File: config.mk
export PLATFORM = sky130hd
export DESIGN_NAME = fpa_cell
export DESIGN_NICKNAME = d
export VERILOG_FILES = /design/src/design/fpa_pkg.sv /design/src/design/fpa_cell.sv
export SDC_FILE = /design/constraint.sdc
export NUM_CORES = 1
export LEC_CHECK = 0
export ABC_AREA = 0
export BUFFER_PORTS_ARGS = -buffer_cell sky130_fd_sc_hd__buf_2
export CORE_MARGIN = 5
export CORE_UTILIZATION = 30
export CTS_CLUSTER_DIAMETER = 40
export DETAILED_ROUTE_END_ITERATION = 10
export PLACE_DENSITY_LB_ADDON = 0.12
export SYNTH_ARGS = -nofsm -noshare
export SYNTH_HDL_FRONTEND = slang
export SYNTH_SLANG_ARGS = --single-unit
File: constraint.sdc
create_clock -name clk -period 4.4 [get_ports clk]
set_input_delay 0.66 -clock clk [delete_from_list [all_inputs] [get_ports clk]]
set_output_delay 0.66 -clock clk [all_outputs]
set_load 0.05 [all_outputs]
File: src/design/fpa_pkg.sv
// ----------------------------------------------------------------------------
// fpa_pkg: shared types and codes for the fixed-point ALU
// Operation codes, status codes and the side payload that rides the pipe.
// ----------------------------------------------------------------------------
`default_nettype none
package fpa_pkg;

  typedef enum logic [3:0] {
    OP_ADD      = 4'd0,
    OP_SUB      = 4'd1,
    OP_MUL      = 4'd2,
    OP_DIV      = 4'd3,
    OP_GT       = 4'd4,
    OP_LT       = 4'd5,
    OP_GE       = 4'd6,
    OP_LE       = 4'd7,
    OP_EQ       = 4'd8,
    OP_NE       = 4'd9,
    OP_MIN      = 4'd10,
    OP_MAX      = 4'd11,
    OP_INC      = 4'd12,
    OP_DEC      = 4'd13,
    OP_FROM_INT = 4'd14,
    OP_TO_INT   = 4'd15
  } op_t;

  localparam logic [1:0] ST_OK  = 2'd0;
  localparam logic [1:0] ST_OVF = 2'd1;
  localparam logic [1:0] ST_DZ  = 2'd2;

  // Everything but the divider's quotient and remainder.
  typedef struct packed {
    logic        valid;
    op_t         op;
    logic [31:0] value;
    logic        cmp;
    logic [1:0]  status;
    logic        neg;
    logic        dz;
    logic [63:0] prod;
    logic [31:0] db;
  } side_t;

endpackage
`default_nettype wire

File: src/design/fpa_cell.sv
// ----------------------------------------------------------------------------
// fpa_cell: one restoring-division cell
// Develops one quotient bit and hands the word on to the next cell.
// ----------------------------------------------------------------------------
`default_nettype none
module fpa_cell #(
  parameter int QW = 40
) (
  input  wire                clk,
  input  wire                rst,
  input  wire                en,
  input  fpa_pkg::side_t     side_in,
  input  wire  [QW-1:0]      quo_in,
  input  wire  [31:0]        rem_in,
  output fpa_pkg::side_t     side_out,
  output logic [QW-1:0]      quo_out,
  output logic [31:0]        rem_out
);
  import fpa_pkg::*;

  logic [32:0] t;
  logic [32:0] d;
  logic        ge;

  always_comb begin
    t  = {rem_in, quo_in[QW-1]};
    d  = t - {1'b0, side_in.db};
    ge = !d[32];
  end

  always_ff @(posedge clk) begin
    if (rst) begin
      side_out.valid <= 1'b0;
    end else if (en) begin
      side_out.valid <= side_in.valid;
    end
    if (en) begin
      side_out.op     <= side_in.op;
      side_out.value  <= side_in.value;
      side_out.cmp    <= side_in.cmp;
      side_out.status <= side_in.status;
      side_out.neg    <= side_in.neg;
      side_out.dz     <= side_in.dz;
      side_out.prod   <= side_in.prod;
      side_out.db     <= side_in.db;
      rem_out         <= ge ? d[31:0] : t[31:0];
      quo_out         <= {quo_in[QW-2:0], ge};
    end
  end

endmodule
`default_nettype wire

## Yosys cells after proc, flatten, opt, wreduce, memory -nomap -nowiden

Index checks and enable logic that the tools add are counted.

| operators by class | value |
|---|---|
| add/sub/neg operators | 1 |
| mux-type cells | 1 |
| reductions and logical operators | 1 |

Operator list:

| cell | count |
|---|---|
| 33-bit by 32-bit subtractor with 33-bit output | 1 |
| 32-bit two-way mux | 1 |
| 1-bit logical NOT | 1 |

| storage, ports and cells | value |
|---|---|
| register bits after elaboration | 210 |
| bits of input ports | 213 |
| output and inout port bits | 210 |
| word-level logic and storage cells | 14 |

## Longest topological paths before layout

| logic depth | value |
|---|---|
| depth in word-level cells | 2 |
| depth in mapped cells | 12 |
| gate-level depth less buffers | 11 |

## Least setup slack after synthesis

Ideal clock, no wire load.

| timing | value |
|---|---|
| path kind | input port to flip-flop |
| from | in quo_in[39] |
| to | reg rem_out[10], data pin |
| library setup time | 0.260 ns |
| data arrival time | 2.917 ns |
| required time | 4.140 ns |
| path slack | 1.223 ns |
| cell stages on the path | 12 |
| buffers on the path | 1 |
| cells stage by stage | inv_1 -> ha_1 -> fa_1 -> nand2b_1 -> a21oi_1 -> o211ai_1 -> a21oi_1 -> o31a_2 -> mux2i_1 -> nor2_2 -> buf_6 -> mux2_4 |

| between the ends | value |
|---|---|
| word-level cells in the longest chain between the ends | 2 |

Ends and longest elaborated chain:

| item | RTL line | RTL |
|---|---|---|
| from (decl) | fpa_cell.sv:13 | `input wire [QW-1:0] quo_in,` |
| 33-bit by 32-bit subtractor with 33-bit output | fpa_cell.sv:27 | `d = t - {1'b0, side_in.db};` |
| 32-bit two-way mux | fpa_cell.sv:46 | `rem_out <= ge ? d[31:0] : t[31:0];` |
| to (signal assigned) | fpa_cell.sv:46 |  |
| to (decl) | fpa_cell.sv:17 | `output logic [31:0] rem_out` |

No other way between the ends.
A chain may end at the register's enable or synchronous reset.

## Worst setup path after layout

| timing | value |
|---|---|
| from | in side_in[0] in the netlist's numbering |
| to | reg rem_out[2], data pin |

| between the ends | value |
|---|---|
| word-level cells in the longest chain between the ends | 2 |

Ends and longest elaborated chain:

| item | RTL line | RTL |
|---|---|---|
| from (decl) | fpa_cell.sv:12 | `input fpa_pkg::side_t side_in,` |
| 33-bit by 32-bit subtractor with 33-bit output | fpa_cell.sv:27 |  |
| 32-bit two-way mux | fpa_cell.sv:46 |  |

No other way between the ends.

==> flow_summary.ini <==
[drt]
vias = 6293
via_per_inst = 4.42
drt_iter0_drc = 267
detail_route.first_pass.iterations = 4
drcViolationCount = 0
drt.antenna.violating_nets = 0
drt-total-wl_um = 28100
wl_per_cell_um = 19.8

[setup_path]
r2r_start = side_out[137]$_SDFFE_PP0P_
cp.arrival_ns = 3.43
worstRegToRegCells = 2
worstPathRequired_ns = 4.63
worstSetupStartpoint = side_in[0]
crit_end = rem_out[2]$_DFFE_PP_
reg2reg_to = side_out[137]$_SDFFE_PP0P_
r2r_slack_ns = 3.82
critPathLaunchType = primary input
crit_fanout = 22
worst-setup-path-type = in2reg
endpoint_kind = register

[place]
gp_congestion = 0.813
dp_hpwl_um = 22300
portBuffers = 422

[clock_tree]
clk_latency_ns = 0.49
cts-resized-gates = 0
htree_levels = 2
cts_tree = done
post_cts_buffers = 0
ctsLongestPathBuffers = 3
cts_made_buffers = 36
path_clk_slew_ns = 0.05
cts-root-buf = clkbuf_16
clock-sinks = 210
postCtsHoldBufs = 0

[yosys]
synth_compound_area_share_pct = 7.78
ys.flop_type = edfxtp_1
yosys.area.top_type = edfxtp_1
synth-simple-area-share_pct = 5.86
synth_nets = 802
synthArstFlopShare_pct = 0
ys_warn_count = 0
synthAdderAreaFrac_pct = 4.78
synth_area_um2 = 8800
synth_top_family_by_area = compound AO/OA/AOI/OAI gates
ys_top_cells_by_area = edfxtp_1, ha_1, mux2_4, a21oi_1, inv_1
synth_edf_count = 209
synth_cell_type_count = 50
synth_xor_area_share_pct = 2.29
yosysMostFrequentCell = edfxtp_1
synth_seq_cells = 210
yosysTopAreaCellShare_pct = 71.3
synth_mux_area_share_pct = 5.33
netlist_instances = 556
ys_top_cells_by_count = edfxtp_1, a21oi_1, inv_1, ha_1, nand2_1
ys_seq_area_share_pct = 71.6
syn_avg_cell_area_um2 = 15.8

[min_path]
min_path_cells = 2
hold_class = in2reg

[die]
start_util_pct = 30.5
die_w_um = 181
rows = 62
ios = 423
die_area_um2 = 32800
die_h_um = 181
core_um2 = 28900

[run]
maxCapViolCount = 0

[sta]
fin_hold_ws_ns = 0.324
tns_ns = 0
fin_crit_ns = 3.20
finalHoldViolCount = 0
clock_skew_ns = 0
tightest_slew_ns = 0.939
fmax_ghz = 0.313
final-max-slew-violation-count = 0
setup_viol = 0
rsz0062_at_grt = no
finalCritPeriodShare_pct = 72.7
slew_headroom_pct = 37.4

[global_route]
antenna_found_initial = 7
overflow = 0
grt_max_degree = 119
grt_first_pass_wirelength_um = 40600
grt_pass1_vias = 6379
grt_use_total_pct = 16.2

[layout]
drive_gt1_share_pct = 50.3
regArea_um2 = 6300
fillers = 2851
multi_input_area_um2 = 2300
area_growth_pct = 42.9
num-nets-final = 1256

[power]
clkPwrFrac_pct = 40.6
ir_worst_vdd_v = 0.000240
seqPwrFrac_pct = 37.6
switching_power_mw = 2.01
p_int_mw = 4.53
p_comb_share_pct = 21.8
power.density_nw_per_um2 = 520
p_sw_share_pct = 30.8
p_leak_nw = 5.62

[run_status]
status = finished clean
==> area by class of cell <==
class	count	share of cell area, %
Tap cell	384	3.82
Sequential cell	210	50.1
Inverter	38	1.13
Antenna cell	2	0.0398
Clock buffer	41	7.73
Timing Repair Buffer	427	17.3
Clock inverter	25	1.64
Multi-Input combinational cell	297	18.3
==> cells by family after synthesis <==
| kind of cell | after synthesis |
|---|---|
| and+or+nand+nor | 100 |
| DFF | 210 |
| xor gates and xnor gates | 23 |
| adders and majority gates | 33 |
| AOI/OAI and AO/OA | 107 |
| muxes | 34 |
| buffers and inverters | 49 |
==> sequential cells by signal, indices dropped and copies added, names as in the netlist <==
signal,cells
rem_out,32
side_out,138
quo_out,40
==> critical path, stage by stage <==
cell	delay, ns
buf_2	0.11
ha_1	0.23
fa_1	0.40
nand2b_1	0.19
a21oi_1	0.23
o211ai_1	0.19
a21oi_1	0.22
o31a_2	0.19
mux2i_1	0.11
nor2_4	0.12
buf_4	0.39
mux2_2	0.39
==> cells in the final DEF (no fill, tap or decap), types with 2 or more instances in the layout <==
cell type,count
nor3_1,4
buf_4,4
clkinv_1,4
nor2b_1,5
clkbuf_1,2
bufinv_16,2
a21oi_1,38
xor2_1,10
and2_1,3
o21ai_0,17
mux2_4,25
nand3b_1,2
edfxtp_1,209
xnor2_1,13
and4_1,3
clkinv_4,5
o21bai_1,5
a21o_1,18
clkinv_2,11
nand2_1,27
buf_2,421
clkbuf_16,38
nor4b_1,2
or3_1,2
o31ai_1,2
nor2_1,19
o21a_1,5
diode_2,2
ha_1,32
a211oi_1,3
nand3_1,10
nor4_1,2
o211ai_1,6
mux2i_1,6
and3_1,4
nand2b_1,8
a21bo_2,3
mux2_2,3
nand4_1,6
inv_1,38
==> worst min-delay path by stage <==
stage                                     startpoint  slack [ns]                          to
after detailed placement  side_out[137]$_SDFFE_PP0P_        0.49  side_out[137]$_SDFFE_PP0P_
after global routing                     side_in[82]        0.31      side_out[82]$_DFFE_PP_
after floorplan                                  rst        0.73  side_out[137]$_SDFFE_PP0P_
after CTS                                        rst        0.30  side_out[137]$_SDFFE_PP0P_
after global placement    side_out[137]$_SDFFE_PP0P_        0.48  side_out[137]$_SDFFE_PP0P_
final                                            rst        0.32  side_out[137]$_SDFFE_PP0P_
==> power by group through the flow <==
stage                     Sequential (mW)  Clock, mW  Combinational (mW)
final                                2.46       2.66                1.42
after global routing                 2.47       2.83                1.50
after CTS                            2.46       2.73                1.45
after detailed placement             2.50          0                1.44
after global placement               2.50          0                1.44
after floorplan                      3.15          0               0.361
==> through the flow <==
stage,setup WS (ns),power (mW),cell area (um^2),std cells,utilization (%)
floorplan,1.22,3.51,8800,556,-
global placement,0.731,3.93,11400,1356,39.5
detailed placement,0.659,3.94,11400,1356,39.5
CTS,1.17,6.64,12600,1422,43.5
global route,1.00,6.81,12600,1422,43.5
finish,1.20,6.54,12600,1424,43.6
==> routing by layer <==
| metal | GRT usage [%] | share of wire (%) | vias up |
|---|---|---|---|
| met5 | 0 | 0.25 | - |
| met4 | 4.17 | 2.2 | 10 |
| met3 | 7.00 | 9.8 | 48 |
| met2 | 29.4 | 52 | 256 |
| met1 | 17.3 | 36 | 2951 |
| li1 | - | - | 3028 |
Power figures use the tool's default switching activity.
