==> config.mk <==
export PLATFORM = sky130hd
export DESIGN_NAME = fpa_front
export DESIGN_NICKNAME = d
export VERILOG_FILES = /design/src/design/fpa_pkg.sv /design/src/design/fpa_front.sv
export SDC_FILE = /design/constraint.sdc
export NUM_CORES = 2
export LEC_CHECK = 0
export BUFFER_PORTS_ARGS = -buffer_cell sky130_fd_sc_hd__buf_2
export CAP_MARGIN = 20
export CELL_PAD_IN_SITES_DETAIL_PLACEMENT = 0
export CELL_PAD_IN_SITES_GLOBAL_PLACEMENT = 1
export CORE_AREA = 2 2 373 449
export CTS_BUF_LIST = sky130_fd_sc_hd__clkbuf_4
export CTS_CLUSTER_DIAMETER = 50
export DETAILED_ROUTE_END_ITERATION = 10
export DIE_AREA = 0 0 375 451
export PLACE_DENSITY = 0.66
export REMOVE_ABC_BUFFERS = 1
export SLEW_MARGIN = 40
export SYNTH_ARGS = -nofsm -noshare
export SYNTH_HDL_FRONTEND = slang
export SYNTH_SLANG_ARGS = --single-unit
==> constraint.sdc <==
create_clock -name clk -period 13 [get_ports clk]
set_input_delay 1.95 -clock clk [delete_from_list [all_inputs] [get_ports clk]]
set_output_delay 1.95 -clock clk [all_outputs]
set_load 0.01 [all_outputs]
==> src/design/fpa_pkg.sv <==
// ----------------------------------------------------------------------------
// fpa_pkg: shared types and codes for the fixed-point ALU
// Operation codes, status codes and the side payload that rides the pipe.
// ----------------------------------------------------------------------------
`default_nettype none
package fpa_pkg;

  typedef enum logic [3:0] {
    OP_ADD      = 4'd0,
    OP_SUB      = 4'd1,
    OP_MUL      = 4'd2,
    OP_DIV      = 4'd3,
    OP_GT       = 4'd4,
    OP_LT       = 4'd5,
    OP_GE       = 4'd6,
    OP_LE       = 4'd7,
    OP_EQ       = 4'd8,
    OP_NE       = 4'd9,
    OP_MIN      = 4'd10,
    OP_MAX      = 4'd11,
    OP_INC      = 4'd12,
    OP_DEC      = 4'd13,
    OP_FROM_INT = 4'd14,
    OP_TO_INT   = 4'd15
  } op_t;

  localparam logic [1:0] ST_OK  = 2'd0;
  localparam logic [1:0] ST_OVF = 2'd1;
  localparam logic [1:0] ST_DZ  = 2'd2;

  // Everything but the divider's quotient and remainder.
  typedef struct packed {
    logic        valid;
    op_t         op;
    logic [31:0] value;
    logic        cmp;
    logic [1:0]  status;
    logic        neg;
    logic        dz;
    logic [63:0] prod;
    logic [31:0] db;
  } side_t;

endpackage
`default_nettype wire

==> src/design/fpa_front.sv <==
// ----------------------------------------------------------------------------
// fpa_front: operand decode stage
// Computes the simple operations, the full product and the divider inputs.
// ----------------------------------------------------------------------------
`default_nettype none
module fpa_front #(
  parameter int FB = 8,
  parameter int QW = 40
) (
  input  wire               clk,
  input  wire               rst,
  input  wire               en,
  input  wire               in_valid,
  input  wire  [3:0]        req_type,
  input  wire  signed [31:0] operand_a,
  input  wire  signed [31:0] operand_b,
  output fpa_pkg::side_t    side,
  output logic [QW-1:0]     quo,
  output logic [31:0]       rem
);
  import fpa_pkg::*;

  side_t              s_next;
  logic [32:0]        sum;
  logic [32:0]        dif;
  logic [32:0]        incv;
  logic [32:0]        decv;
  logic signed [QW-1:0] sh;
  logic [31:0]        amag;
  logic [31:0]        bmag;

  always_comb begin
    sum  = {operand_a[31], operand_a} + {operand_b[31], operand_b};
    dif  = {operand_a[31], operand_a} - {operand_b[31], operand_b};
    incv = {operand_a[31], operand_a} + 33'd1;
    decv = {operand_a[31], operand_a} - 33'd1;
    sh   = QW'(operand_a) <<< FB;
    amag = operand_a[31] ? 32'(-operand_a) : operand_a;
    bmag = operand_b[31] ? 32'(-operand_b) : operand_b;

    s_next.valid  = in_valid;
    s_next.op     = op_t'(req_type);
    s_next.value  = '0;
    s_next.cmp    = 1'b0;
    s_next.status = ST_OK;
    s_next.neg    = operand_a[31] ^ operand_b[31];
    s_next.dz     = (operand_b == 32'sd0);
    s_next.prod   = 64'(operand_a) * 64'(operand_b);
    s_next.db     = bmag;
    case (op_t'(req_type))
      OP_ADD: begin
        s_next.value  = sum[31:0];
        s_next.status = (sum[32] != sum[31]) ? ST_OVF : ST_OK;
      end
      OP_SUB: begin
        s_next.value  = dif[31:0];
        s_next.status = (dif[32] != dif[31]) ? ST_OVF : ST_OK;
      end
      OP_INC: begin
        s_next.value  = incv[31:0];
        s_next.status = (incv[32] != incv[31]) ? ST_OVF : ST_OK;
      end
      OP_DEC: begin
        s_next.value  = decv[31:0];
        s_next.status = (decv[32] != decv[31]) ? ST_OVF : ST_OK;
      end
      OP_GT: s_next.cmp = operand_a >  operand_b;
      OP_LT: s_next.cmp = operand_a <  operand_b;
      OP_GE: s_next.cmp = operand_a >= operand_b;
      OP_LE: s_next.cmp = operand_a <= operand_b;
      OP_EQ: s_next.cmp = operand_a == operand_b;
      OP_NE: s_next.cmp = operand_a != operand_b;
      OP_MIN: s_next.value = (operand_a < operand_b) ? operand_a : operand_b;
      OP_MAX: s_next.value = (operand_a > operand_b) ? operand_a : operand_b;
      OP_FROM_INT: begin
        s_next.value  = sh[31:0];
        s_next.status = (sh[QW-1:31] == {(QW-31){sh[31]}}) ? ST_OK : ST_OVF;
      end
      OP_TO_INT: s_next.value = 32'(operand_a >>> FB);
      default: ;
    endcase
  end

  always_ff @(posedge clk) begin
    if (rst) begin
      side.valid <= 1'b0;
    end else if (en) begin
      side.valid <= s_next.valid;
    end
    if (en) begin
      side.op     <= s_next.op;
      side.value  <= s_next.value;
      side.cmp    <= s_next.cmp;
      side.status <= s_next.status;
      side.neg    <= s_next.neg;
      side.dz     <= s_next.dz;
      side.prod   <= s_next.prod;
      side.db     <= s_next.db;
      quo         <= QW'(amag) << FB;
      rem         <= '0;
    end
  end

endmodule
`default_nettype wire

# Word-level counts from Yosys, hierarchy flattened
# Cells that the tools add are included.
word_totals:
  regBits: 170
classes:
  mux: 12
  bitwise_logic: 1
  n_reduce_logical: 2
  add_sub_neg: 6
  magnitude_cmp: 4
  eq_ne: 20
  multipliers: 1
op_table:
  columns: ["cell", "n"]
  rows:
  - ["case mux 32 bit (8 select lines)", 1]
  - ["multiplier 32 x 32 -> 64 bit", 1]
  - ["two-way mux 32 bit", 2]
  - ["negation 32 bit", 2]
  - ["two-way mux 31 bit", 2]
  - ["adder 32 x 2 -> 33 bit (second input constant)", 1]
  - ["adder 32 x 32 -> 33 bit", 1]
  - ["subtractor 32 x 2 -> 33 bit (second input constant)", 1]
  - ["subtractor 32 x 32 -> 33 bit", 1]
  - ["== test 32 bit", 1]
  - ["== test 4 bit (second input constant)", 8]
  - ["greater-or-equal comparator 32 bit", 1]
  - ["> comparator 32 bit", 1]
  - ["less-or-equal comparator 32 bit", 1]
  - ["zero test 32 bit", 1]
  - ["< comparator 32 bit", 1]
  - ["inequality test 32 bit", 1]
  - ["== test 4 x 3 -> 1 bit (second input constant)", 4]
  - ["== test 8 bit", 1]
  - ["case mux 1 bit (6 select lines)", 1]
  - ["two-way mux 1 bit", 5]
  - ["case mux 1 bit (5 select lines)", 1]
  - ["== test 4 x 1 -> 1 bit (second input constant)", 1]
  - ["zero test 4 bit", 1]
  - ["other kinds (2)", 5]

# Longest topological paths before layout
depth:
  depth_word: 4
  ltp_mapped: 29

# Worst setup path before layout
# OpenSTA, ideal clock, no wires.
synth_path:
  path_kind: "in2reg"
  start: "input operand_a[31]"
  end: "register side[93] in the netlist's numbering, data pin"
  arrival_ps: 9894
  slack_ps: 2843
  setup_time_ps: 264
  stages: 29
  t_required_ps: 12736
  path_cell_list: "buf_1 clkbuf_1 buf_1 nand2_1 inv_1 fa_1 inv_1 fa_1 inv_1 fa_1 fa_1 inv_1 fa_1 inv_1 fa_1 inv_1 fa_1 inv_1 fa_1 ha_1 a21o_1 a21o_1 a21o_1 a21o_1 a2111oi_0 nor2_1 a221oi_1 a31oi_1 xor2_1"
synth_rtl:
  columns: ["element", "line", "rtl"]
  rows:
  - ["from (decl)", "fpa_front.sv:15", "input wire signed [31:0] operand_a,"]
  - ["to (decl)", "fpa_front.sv:17", "output fpa_pkg::side_t side,"]

==> results.py <==
metrics = {
    "drt": {
        "vias": 37981,
        "drt_iter0_markers": 2870,
        "ant_nets": 0,
        "firstDrtPassIters": 8,
        "vias_per_cell": 5.06,
        "drt-total-wl_um": 184000,
        "drc_errors": 0,
        "avgRoutedWirePerCell_um": 24.5,
    },
    "synth": {
        "netlist_area_um2": 49100,
        "synthFlopType": "edfxtp_1",
        "netlist_instances": 5295,
        "synth_area_per_cell_um2": 9.27,
        "yosys.area.top_type": "fa_1",
        "synth-edff-count": 168,
        "synth-seq-cells": 169,
        "synth_cell_types": 88,
        "synthTopCellsByArea": "fa_1 (44%), edfxtp_1 (10%), inv_1 (7.7%), ha_1 (6.5%), and2_1 (5.2%)",
        "yosys.area.top_type_share_pct": 44.2,
        "yosys_warnings": 0,
        "ys_async_sr_fraction_pct": 0,
        "ys_seq_area_share_pct": 10.3,
    },
    "placement": {
        "gp_congestion": 0.942,
        "numPortBuffers": 240,
        "dpl.hpwl_um": 146000,
    },
    "final_layout": {
        "multiInputGateArea_um2": 38800,
        "area_growth_pct": 7.50,
        "mostFrequentLayoutCell": "fa_1",
        "nets": 6731,
        "final_cell_mix": "fa_1 (1084), inv_1 (1011), nand2_1 (590), and2_1 (406), ha_1 (254)",
        "seqCellArea_um2": 5060,
        "drive_gt1_share_pct": 7.93,
        "fillerInstances": 17286,
    },
    "setup_path": {
        "rrSetupSlack_ps": 12390,
        "critPathCaptureType": "flip-flop",
        "cp.required_ps": 13710,
        "criticalPathCategory": "in2reg",
        "cp-start-kind": "primary input",
        "worstPathMaxFanout": 31,
        "arrival_ps": 10810,
    },
    "hold_path": {
        "hold_class": "reg2reg",
    },
    "grt": {
        "first_global_vias": 40732,
        "grt_use_total_pct": 22.2,
        "antenna_found_initial": 18,
        "grt_pass1_wl_um": 275000,
        "gr-total-overflow": 0,
        "grt_max_degree": 60,
    },
    "clock_network": {
        "clkTransAtPathRegs_ps": 180,
        "cts_buffer_depth": 2,
        "cts_max_level": 4,
        "ctsHoldBuffers": 0,
        "cts_root_buf": "clkbuf_4",
        "cts-buffers-inserted": 17,
        "clk-insertion-delay-late_ps": 940,
        "cts_tree": "built",
        "clock-sinks": 169,
        "ctsResizeCount": 0,
        "postCtsSetupBuffers": 0,
    },
    "flow_run": {
        "cap_violations": 0,
    },
    "sta": {
        "rsz0062_at_grt": "no",
        "setup_viol": 0,
        "skew_ps": 0,
        "min_period_ps": 10100,
        "relSlewSlack_pct": 38.5,
        "hold-worst-slack_ps": 529,
        "final.setup.tns_ps": 0,
        "fmax_mhz": 99.0,
        "worstMarginPinSlew_ps": 919,
        "report.final.slew_viol_count": 0,
        "period_share_pct": 77.7,
        "finalHoldViolCount": 0,
    },
    "floorplanning": {
        "row_count": 164,
        "start_util_pct": 29.7,
        "die_y_um": 451,
        "die-area_um2": 169000,
        "die_w_um": 375,
        "core-area_um2": 165000,
        "ioPinCount": 282,
    },
    "run_status": {
        "status": "completed",
    },
}
## cells in the mapped netlist (44+ instances only)
library cell and number:
fa_1 1084, inv_1 1012, nand2_1 591, and2_1 406, clkbuf_1 280, ha_1 254
nor2_1 245, edfxtp_1 168, a21oi_1 162, xnor2_1 148, o21ai_0 143, nand3_1 57
nor3_1 55, xor2_1 53, mux2i_1 50, buf_1 44
## final timing paths
path | startpoint | end | depth (start not counted)
worst min register to register | side[137] | side[137] | 2
worst max register to register | side[137] | side[137] | 2
worst max-delay path | operand_a[12] | side[88] | 23
worst min-delay path | side[137] | side[137] | 2
## logic make-up (layout without fill, tap and decap cells)
group | count (synthesis) | count (layout) | share of synthesized area [%]
buf+inv | 1400 | 1399 | 11.1
compound gates | 597 | 597 | 7.95
xor+xnor | 201 | 201 | 3.59
flops | 169 | 169 | 10.3
mux | 59 | 59 | 1.23
fa+ha+maj | 1338 | 1338 | 50.7
simple gates | 1530 | 1530 | 15.1
other cells | 1 | 49 | 0.00764
## critical path, stage by stage
cell      delay, ps
buf_2           360
buf_4           540
ha_1            410
fa_1            460
inv_1            80
fa_1            480
fa_1            480
fa_1            550
inv_1            50
fa_1            560
fa_1            430
fa_1            520
fa_1            420
ha_1            420
a21oi_1         180
o21ai_0         250
a311o_1         460
o211ai_1        570
a21oi_1         290
a21oi_1         540
o21ai_0         330
a31oi_1         310
xnor2_1         120
## metal layers
layer  wire length (µm)  vias to the layer above  global-route usage [%]
met2              92500                     1336                    38.5
met3              11000                      338                    3.57
met4               8870                        4                    9.83
met5                 25                        -                       0
li1                   -                    16275                       -
met1              71700                    20028                    27.0
## per-stage QoR
stage / std cells / setup WS, ps / area [µm²] / utilization, %
after floorplan: 4962 / 3340 / 47700 / -
final: 7500 / 2900 / 52800 / 31.9
after global routing: 7497 / 2610 / 52800 / 31.9
after detailed placement: 7459 / 1990 / 52400 / 31.7
after global placement: 7457 / 2040 / 52300 / 31.7
after CTS: 7491 / 3090 / 52700 / 31.9
## state kept, by name, indices dropped and copies added, names as in the netlist
name  count
side    137
quo      32
## layout make-up
type	count	area share, %
multi-input combinational	3766	73.5
antenna	8	0.0379
inverter	1027	7.31
clock inverter	15	0.408
tap	2158	5.12
clock buffer	17	0.242
timing repair buffer	340	3.79
sequential	169	9.60
Power is left out: the tool's default activity adds up to more than one toggle a clock period on the data nets, which glitch-free logic cannot reach.
