===== config.mk =====
export PLATFORM = sky130hd
export DESIGN_NAME = fpa_back
export DESIGN_NICKNAME = d
export VERILOG_FILES = /design/src/design/fpa_pkg.sv /design/src/design/fpa_back.sv
export SDC_FILE = /design/constraint.sdc
export NUM_CORES = 1
export LEC_CHECK = 0
export BUFFER_PORTS_ARGS = -buffer_cell sky130_fd_sc_hd__buf_4
export CORE_MARGIN = 2
export CORE_UTILIZATION = 35
export DETAILED_ROUTE_END_ITERATION = 12
export GPL_ROUTABILITY_DRIVEN = 0
export GPL_TIMING_DRIVEN = 0
export PLACE_DENSITY = 0.6
export SYNTH_ARGS = -nofsm -noshare
export SYNTH_HDL_FRONTEND = slang
export SYNTH_SLANG_ARGS = --single-unit

===== constraint.sdc =====
create_clock -name clk -period 6 [get_ports clk]
set_input_delay 0.3 -clock clk [delete_from_list [all_inputs] [get_ports clk]]
set_output_delay 0.3 -clock clk [all_outputs]
set_load 0.05 [all_outputs]

===== src/design/fpa_pkg.sv =====
// ----------------------------------------------------------------------------
// fpa_pkg: shared types and codes for the fixed-point ALU
// Operation codes, status codes and the side payload that rides the pipe.
// ----------------------------------------------------------------------------
`default_nettype none
package fpa_pkg;

  typedef enum logic [3:0] {
    OP_ADD      = 4'd0,
    OP_SUB      = 4'd1,
    OP_MUL      = 4'd2,
    OP_DIV      = 4'd3,
    OP_GT       = 4'd4,
    OP_LT       = 4'd5,
    OP_GE       = 4'd6,
    OP_LE       = 4'd7,
    OP_EQ       = 4'd8,
    OP_NE       = 4'd9,
    OP_MIN      = 4'd10,
    OP_MAX      = 4'd11,
    OP_INC      = 4'd12,
    OP_DEC      = 4'd13,
    OP_FROM_INT = 4'd14,
    OP_TO_INT   = 4'd15
  } op_t;

  localparam logic [1:0] ST_OK  = 2'd0;
  localparam logic [1:0] ST_OVF = 2'd1;
  localparam logic [1:0] ST_DZ  = 2'd2;

  // Everything but the divider's quotient and remainder.
  typedef struct packed {
    logic        valid;
    op_t         op;
    logic [31:0] value;
    logic        cmp;
    logic [1:0]  status;
    logic        neg;
    logic        dz;
    logic [63:0] prod;
    logic [31:0] db;
  } side_t;

endpackage
`default_nettype wire


===== src/design/fpa_back.sv =====
// ----------------------------------------------------------------------------
// fpa_back: result stage
// Rounds the product and the quotient, wraps to 32 bits, registers the word.
// ----------------------------------------------------------------------------
`default_nettype none
module fpa_back #(
  parameter int FB = 8,
  parameter int QW = 40
) (
  input  wire               clk,
  input  wire               rst,
  input  wire               en,
  input  fpa_pkg::side_t    side,
  input  wire  [QW-1:0]     quo,
  input  wire  [31:0]       rem,
  output logic              out_valid,
  output logic [31:0]       value,
  output logic              cmp,
  output logic [1:0]        status
);
  import fpa_pkg::*;

  localparam logic [63:0] HALF = (FB == 0) ? 64'd0 : (64'd1 << ((FB == 0) ? 0 : FB - 1));

  logic        pneg;
  logic [63:0] pmag;
  logic [63:0] mmag;
  logic [QW:0] qmag;
  logic        movf;
  logic        qovf;
  logic [31:0] v_next;
  logic [1:0]  s_next;

  always_comb begin
    pneg = side.prod[63];
    pmag = pneg ? -side.prod : side.prod;
    mmag = (pmag + HALF) >> FB;
    movf = pneg ? (mmag > 64'h8000_0000) : (mmag > 64'h7FFF_FFFF);
    // round half away from zero: bump when twice the remainder reaches divisor
    qmag = {1'b0, quo} + (QW+1)'({rem, 1'b0} >= {1'b0, side.db});
    qovf = side.neg ? (qmag > (QW+1)'(33'h0_8000_0000))
                    : (qmag > (QW+1)'(33'h0_7FFF_FFFF));
    v_next = side.value;
    s_next = side.status;
    case (side.op)
      OP_MUL: begin
        v_next = pneg ? -mmag[31:0] : mmag[31:0];
        s_next = movf ? ST_OVF : ST_OK;
      end
      OP_DIV: begin
        if (side.dz) begin
          v_next = '0;
          s_next = ST_DZ;
        end else begin
          v_next = side.neg ? -qmag[31:0] : qmag[31:0];
          s_next = qovf ? ST_OVF : ST_OK;
        end
      end
      default: ;
    endcase
  end

  always_ff @(posedge clk) begin
    if (rst) begin
      out_valid <= 1'b0;
    end else if (en) begin
      out_valid <= side.valid;
    end
    if (en) begin
      value  <= v_next;
      cmp    <= side.cmp;
      status <= s_next;
    end
  end

endmodule
`default_nettype wire


# Yosys cells after proc, flatten, opt, wreduce, memory -nomap -nowiden
# Cells that the tools add are included.
op_classes:
  n_eq_ne: 2
  addsub: 5
  n_lt_le_gt_ge: 5
  mux: 11
ops:
  columns: ["operator", "count"]
  rows:
  - ["$mux 32", 3]
  - ["$add 64x8->64 const B", 1]
  - ["$mux 64", 1]
  - ["$neg 32->32", 2]
  - ["$neg 64->64", 1]
  - ["$pmux 32 s2", 1]
  - ["$gt 56x31->1 const B", 1]
  - ["$gt 56x32->1 const B", 1]
  - ["$add 40x1->41", 1]
  - ["$gt 41x31->1 const B", 1]
  - ["$gt 41x32->1 const B", 1]
  - ["$ge 33x32->1", 1]
  - ["$eq 4x2->1 const B", 2]
  - ["$mux 1", 4]
  - ["$pmux 2 s2", 1]
  - ["$mux 2", 1]
totals:
  output_inout_bits: 36
  word_cells: 27
  reg_bits: 36
  input_bits: 213

# Longest topological paths before layout
logic_depth:
  depth_word: 7
  ltp_mapped: 28
  mapped_depth_nobuf: 27

# Least setup slack after synthesis
# No wires, ideal clock.
synth_timing:
  path_kind: "input port to flip-flop"
  from: "input side[95] (netlist bit)"
  to: "register status[0], data pin"
  required_time_ps: 5729
  n_path_buf: 11
  slack_ps: -496
  arrival_ps: 6226
  path_stages: 24
  setup_ps: 271
  cell_sequence: "buf_2 > buf_1 > clkbuf_1 > buf_2 > buf_1 > buf_1 > clkbuf_1 > clkbuf_1 > clkbuf_1 > buf_1 > o21ai_0 > xnor2_1 > ha_1 > inv_1 > maj3_1 > a22oi_1 > xnor2_1 > or4b_2 > nand2b_1 > or3b_1 > clkbuf_1 > or4_1 > o211ai_1 > o211ai_1"
synth_via:
  elab_chain_len: 7
  elab_cells_between_ends: 8
  cone_classes: "2 x add/sub; 2 x order compare; 4 x mux"
synth_rtl:
  columns: ["element", "line", "text"]
  rows:
  - ["start, declared", "fpa_back.sv:13", "input fpa_pkg::side_t side,"]
  - ["$neg 64->64", "fpa_back.sv:36", "pmag = pneg ? -side.prod : side.prod;"]
  - ["$mux 64", "fpa_back.sv:36", null]
  - ["$add 64x8->64", "fpa_back.sv:37", "mmag = (pmag + HALF) >> FB;"]
  - ["$gt 56x31->1 or $gt 56x32->1 (tied branches)", "fpa_back.sv:38", "movf = pneg ? (mmag > 64'h8000_0000) : (mmag > 64'h7FFF_FFFF);"]
  - ["$mux 1 (*)", "fpa_back.sv:38", null]
  - ["$mux 1 (*)", "fpa_back.sv:48", "s_next = movf ? ST_OVF : ST_OK;"]
  - ["$pmux 2 s2 (*)", "fpa_back.sv:45", "case (side.op)"]
  - ["named net s_next[0]", "fpa_back.sv:32", "logic [1:0] s_next;"]
  - ["end signal, assigned", "fpa_back.sv:72", "status <= s_next;"]
  - ["end, declared", "fpa_back.sv:19", "output logic [1:0] status"]
# The timed path passes the listed nets; every way through them passes the cells marked *.
# A chain may end at the register's enable or synchronous reset.

# Worst setup path in the final report
layout_timing:
  from: "input side[1] (netlist bit)"
  to: "register value[16], data pin"
layout_via:
  elab_chain_len: 6
layout_rtl:
  columns: ["element", "line", "text"]
  rows:
  - ["$ge 33x32->1 (*)", "fpa_back.sv:40", "qmag = {1'b0, quo} + (QW+1)'({rem, 1'b0} >= {1'b0, side.db});"]
  - ["$add 40x1->41 (*)", "fpa_back.sv:40", null]
  - ["$neg 32->32", "fpa_back.sv:55", "v_next = side.neg ? -qmag[31:0] : qmag[31:0];"]
  - ["$mux 32 (*)", "fpa_back.sv:55", null]
  - ["$mux 32 (*)", "fpa_back.sv:51", "if (side.dz) begin"]
  - ["$pmux 32 s2 (*)", "fpa_back.sv:45", null]
  - ["named net v_next[16]", "fpa_back.sv:31", "logic [31:0] v_next;"]
  - ["end signal, assigned", "fpa_back.sv:70", "value <= v_next;"]
  - ["end, declared", "fpa_back.sv:17", "output logic [31:0] value,"]
# Marks and branches as above.

==> results.md <==
- Run status: finished, final reports clean
- Post-route DRC violation count: 0
- Share of the core filled with cells in the final layout: 45.7%
- First-pass GRT wire length: 48800 µm
- Pin slew with the least headroom to its limit: 0.997 ns
- Via count of the first global-routing pass: 9079
- Leakage: 4.27 nW
- Maximum number of pins on one net before global-route repair: 37
- Maximum fanout count along the critical path: 9
- Sink count of the clock tree: 36
- Critical R2R Capture: out_valid
- Final period utilization: 93.1%
- Warning count from the yosys run: 0
- Vias per inst: 5.58
- EDFF count, synth: 35
- Fraction of final layout cells sized beyond drive strength 1: 21.9%
- Final setup TNS: 0 ns
- Minimum setup slack among reg-to-reg paths: 5.41 ns
- Cell accounting for the most synthesized area: edfxtp_1
- Most common cell after layout, fill and taps aside: buf_4
- Required time of the critical path: 6.03 ns
- CTS H-tree depth: 2
- Final-stage net count: 1682
- Post-route clock skew: 0 ns
- Synthesis-to-finish area growth: 28.7%
- Pre-Repair DR Iteration Count: 5
- Largest cells by area after synthesis: edfxtp_1 (12%), xnor2_1 (10%), xor2_1 (8.0%)
- Launch point of the worst reg-to-reg path: out_valid
- Source of the worst hold timing path: rst
- Core area: 24200 µm²
- Buffer type at the clock tree root: clkbuf_16
- Synthesized netlist cell count: 1196
- Commonest cells after routing, fill and taps aside: buf_4 (238), nand2_1 (107), xnor2_1 (100)
- Maximum VDD drop: 0.000110 V
- Drt first-iter violations: 674
- Die height: 161 µm
- Maximum clock path buffer count: 2
- Post-synthesis average cell area: 7.18 µm²
- Tightest Hold Check Type: input pin to flop
- Total global routing track utilization: 23.0%
- Nature of the critical path endpoint: flop
- Reg2reg path depth: 2
- Number of placed I/O pins: 249
- Final period demand of the worst path: 5.58 ns
- Critical path start-end classification: input pin to flop
- Ys flop type: edfxtp_1
- Via count: 9817
- Slew Limit Headroom: 33.0%
- Die Outline Area: 25800 µm²
- Number of max-slew violations in the final report: 0
- Global route overflow: 0
- Number of antenna violations at the first check in global routing: 2
- Unrepaired setup endpoints after global routing: no
- Fmax: 179 MHz
- Proportion of register bits with asynchronous set or reset after synthesis: 0%
- Synthesized flop and latch total: 36
- Final Hold Fails: 0
- Synthesized netlist net count: 1447
- Clock tree from TritonCTS: built
- Final wirelength: 30500 µm
- Antenna Violating Nets Remaining: 0
- Dominant cell type by count on the critical path: o21ai_0
- Portion of the post-synthesis area used by sequential elements: 12.5%
- Destination of the worst hold path: out_valid
- Number of distinct standard cells referenced by the synthesized netlist: 89
- Die span in x: 161 µm
- Area fraction of the dominant cell type after synthesis: 12.2%
- Routed wire length per instance: 17.4 µm
- Hold depth: 2
- Slowest cell on the critical path: a2111oi_4
- HPWL after detailed placement: 25700 µm
- Clock slew seen by the registers of the worst setup and hold paths: 0.05 ns
- Startpoint class of the critical path: input pin
- Clk Latency, worst-skew pair: 0.29 ns
- Total setup violations reported at the end of the flow: 0
- Maximum capacitance violations: 0
- Cell area after synthesis: 8590 µm²
- Initial standard-cell utilization of the core: 35.5%
- Worst path max stage delay: 0.43 ns
- Inserted Clock Buffers: 5
- Ratio of total power to cell area: 121 nW/µm²
- Worst endpoint data arrival time: 5.62 ns
- Row cnt: 57
- Quantity of I/O buffers inserted on ports: 224
- Final Hold Slack: 0.162 ns
==> registers in the layout (all words and copies together), names as in the netlist <==
register	count
cmp	1
out_valid	1
value	32
status	2
==> cells by family (layout without fill, tap and decap cells) <==
kind of cell | count (synthesis) | in the layout | share of synthesized area (%)
buffers and inverters | 126 | 362 | 5.83
XOR/XNOR | 180 | 180 | 18.4
AO/OA/AOI/OAI | 312 | 312 | 25.1
AND/OR/NAND/NOR | 490 | 490 | 30.8
adder cells (fa/ha/maj) | 39 | 39 | 5.65
multiplexers | 13 | 13 | 1.76
flip-flops | 36 | 36 | 12.5
other | 0 | 2 | 0
==> cells in the mapped netlist, types with 27 or more instances <==
cell	number
a21oi_1	36
a22oi_1	27
clkbuf_1	50
edfxtp_1	35
ha_1	38
inv_1	58
nand2_1	107
nand3_1	57
nand4_1	33
nor2_1	88
nor3_1	51
o21ai_0	88
o31ai_1	27
xnor2_1	101
xor2_1	78
==> per-layer routing <==
layer	routed length, µm	GRT usage, %	part of all wire, %
met4	699	7.04	2.3
met3	1560	1.39	5.1
met1	14000	31.7	46
met2	14300	38.7	47
met5	0	0	0
==> how the worst max path moves through the flow <==
stage              from   endpoint  slack (ns)  cells after the start
4_1_cts         side[1]  value[28]       0.007                     28
6_report        side[1]  value[16]        0.42                     28
3_5_place_dp   side[95]  value[26]       -1.59                     26
2_1_floorplan  side[95]  status[0]        0.11                     24
5_1_grt         side[1]  value[16]       0.008                     28
3_3_place_gp   side[95]  value[26]       -1.60                     26
==> critical path, delay by kind of cell <==
kind            cells  cell delay, ns
xor+xnor            1            0.25
buf+inv             4            0.38
compound gates     13            2.91
fa+ha+maj           3            0.68
simple gates        7            1.09
==> final cells by class <==
| class | instances | area (µm²) |
|---|---|---|
| repair buffers | 233 | 1750 |
| clock inverters | 2 | 35.0 |
| inverters | 58 | 218 |
| diodes | 2 | 5.00 |
| fillers | 2477 | 13100 |
| plain buffers | 63 | 287 |
| flip-flops and latches | 36 | 1070 |
| well taps | 324 | 405 |
| clock buffers | 6 | 129 |
| multi-input cells | 1034 | 7160 |
==> what timing repair did <==
item,CTS,global route
hold buffers,0,0
setup buffers,3,6
pin swaps,2,10
resized for setup,15,20
endpoints found under the setup margin,27,18
==> report_power, final <==
part	internal (W)	total, W	switching [W]
Clock	0.000195	0.000297	0.000102
Combinational	0.000295	0.000727	0.000431
Sequential	0.000304	0.000313	0.00000902
Total	0.000795	0.00134	0.000542
==> per-stage QoR <==
stage,instance area (µm²),total power (W),setup WS [ns],cells
2_1_floorplan,8600,0.000761,0.111,1196
3_3_place_gp,10700,0.00102,-1.60,1744
3_5_place_dp,10700,0.00103,-1.59,1744
4_1_cts,10900,0.00133,0.00654,1752
5_1_grt,11100,0.00142,0.00754,1758
6_report,11100,0.00134,0.415,1758
No activity file was read; power rests on OpenSTA's default activity.
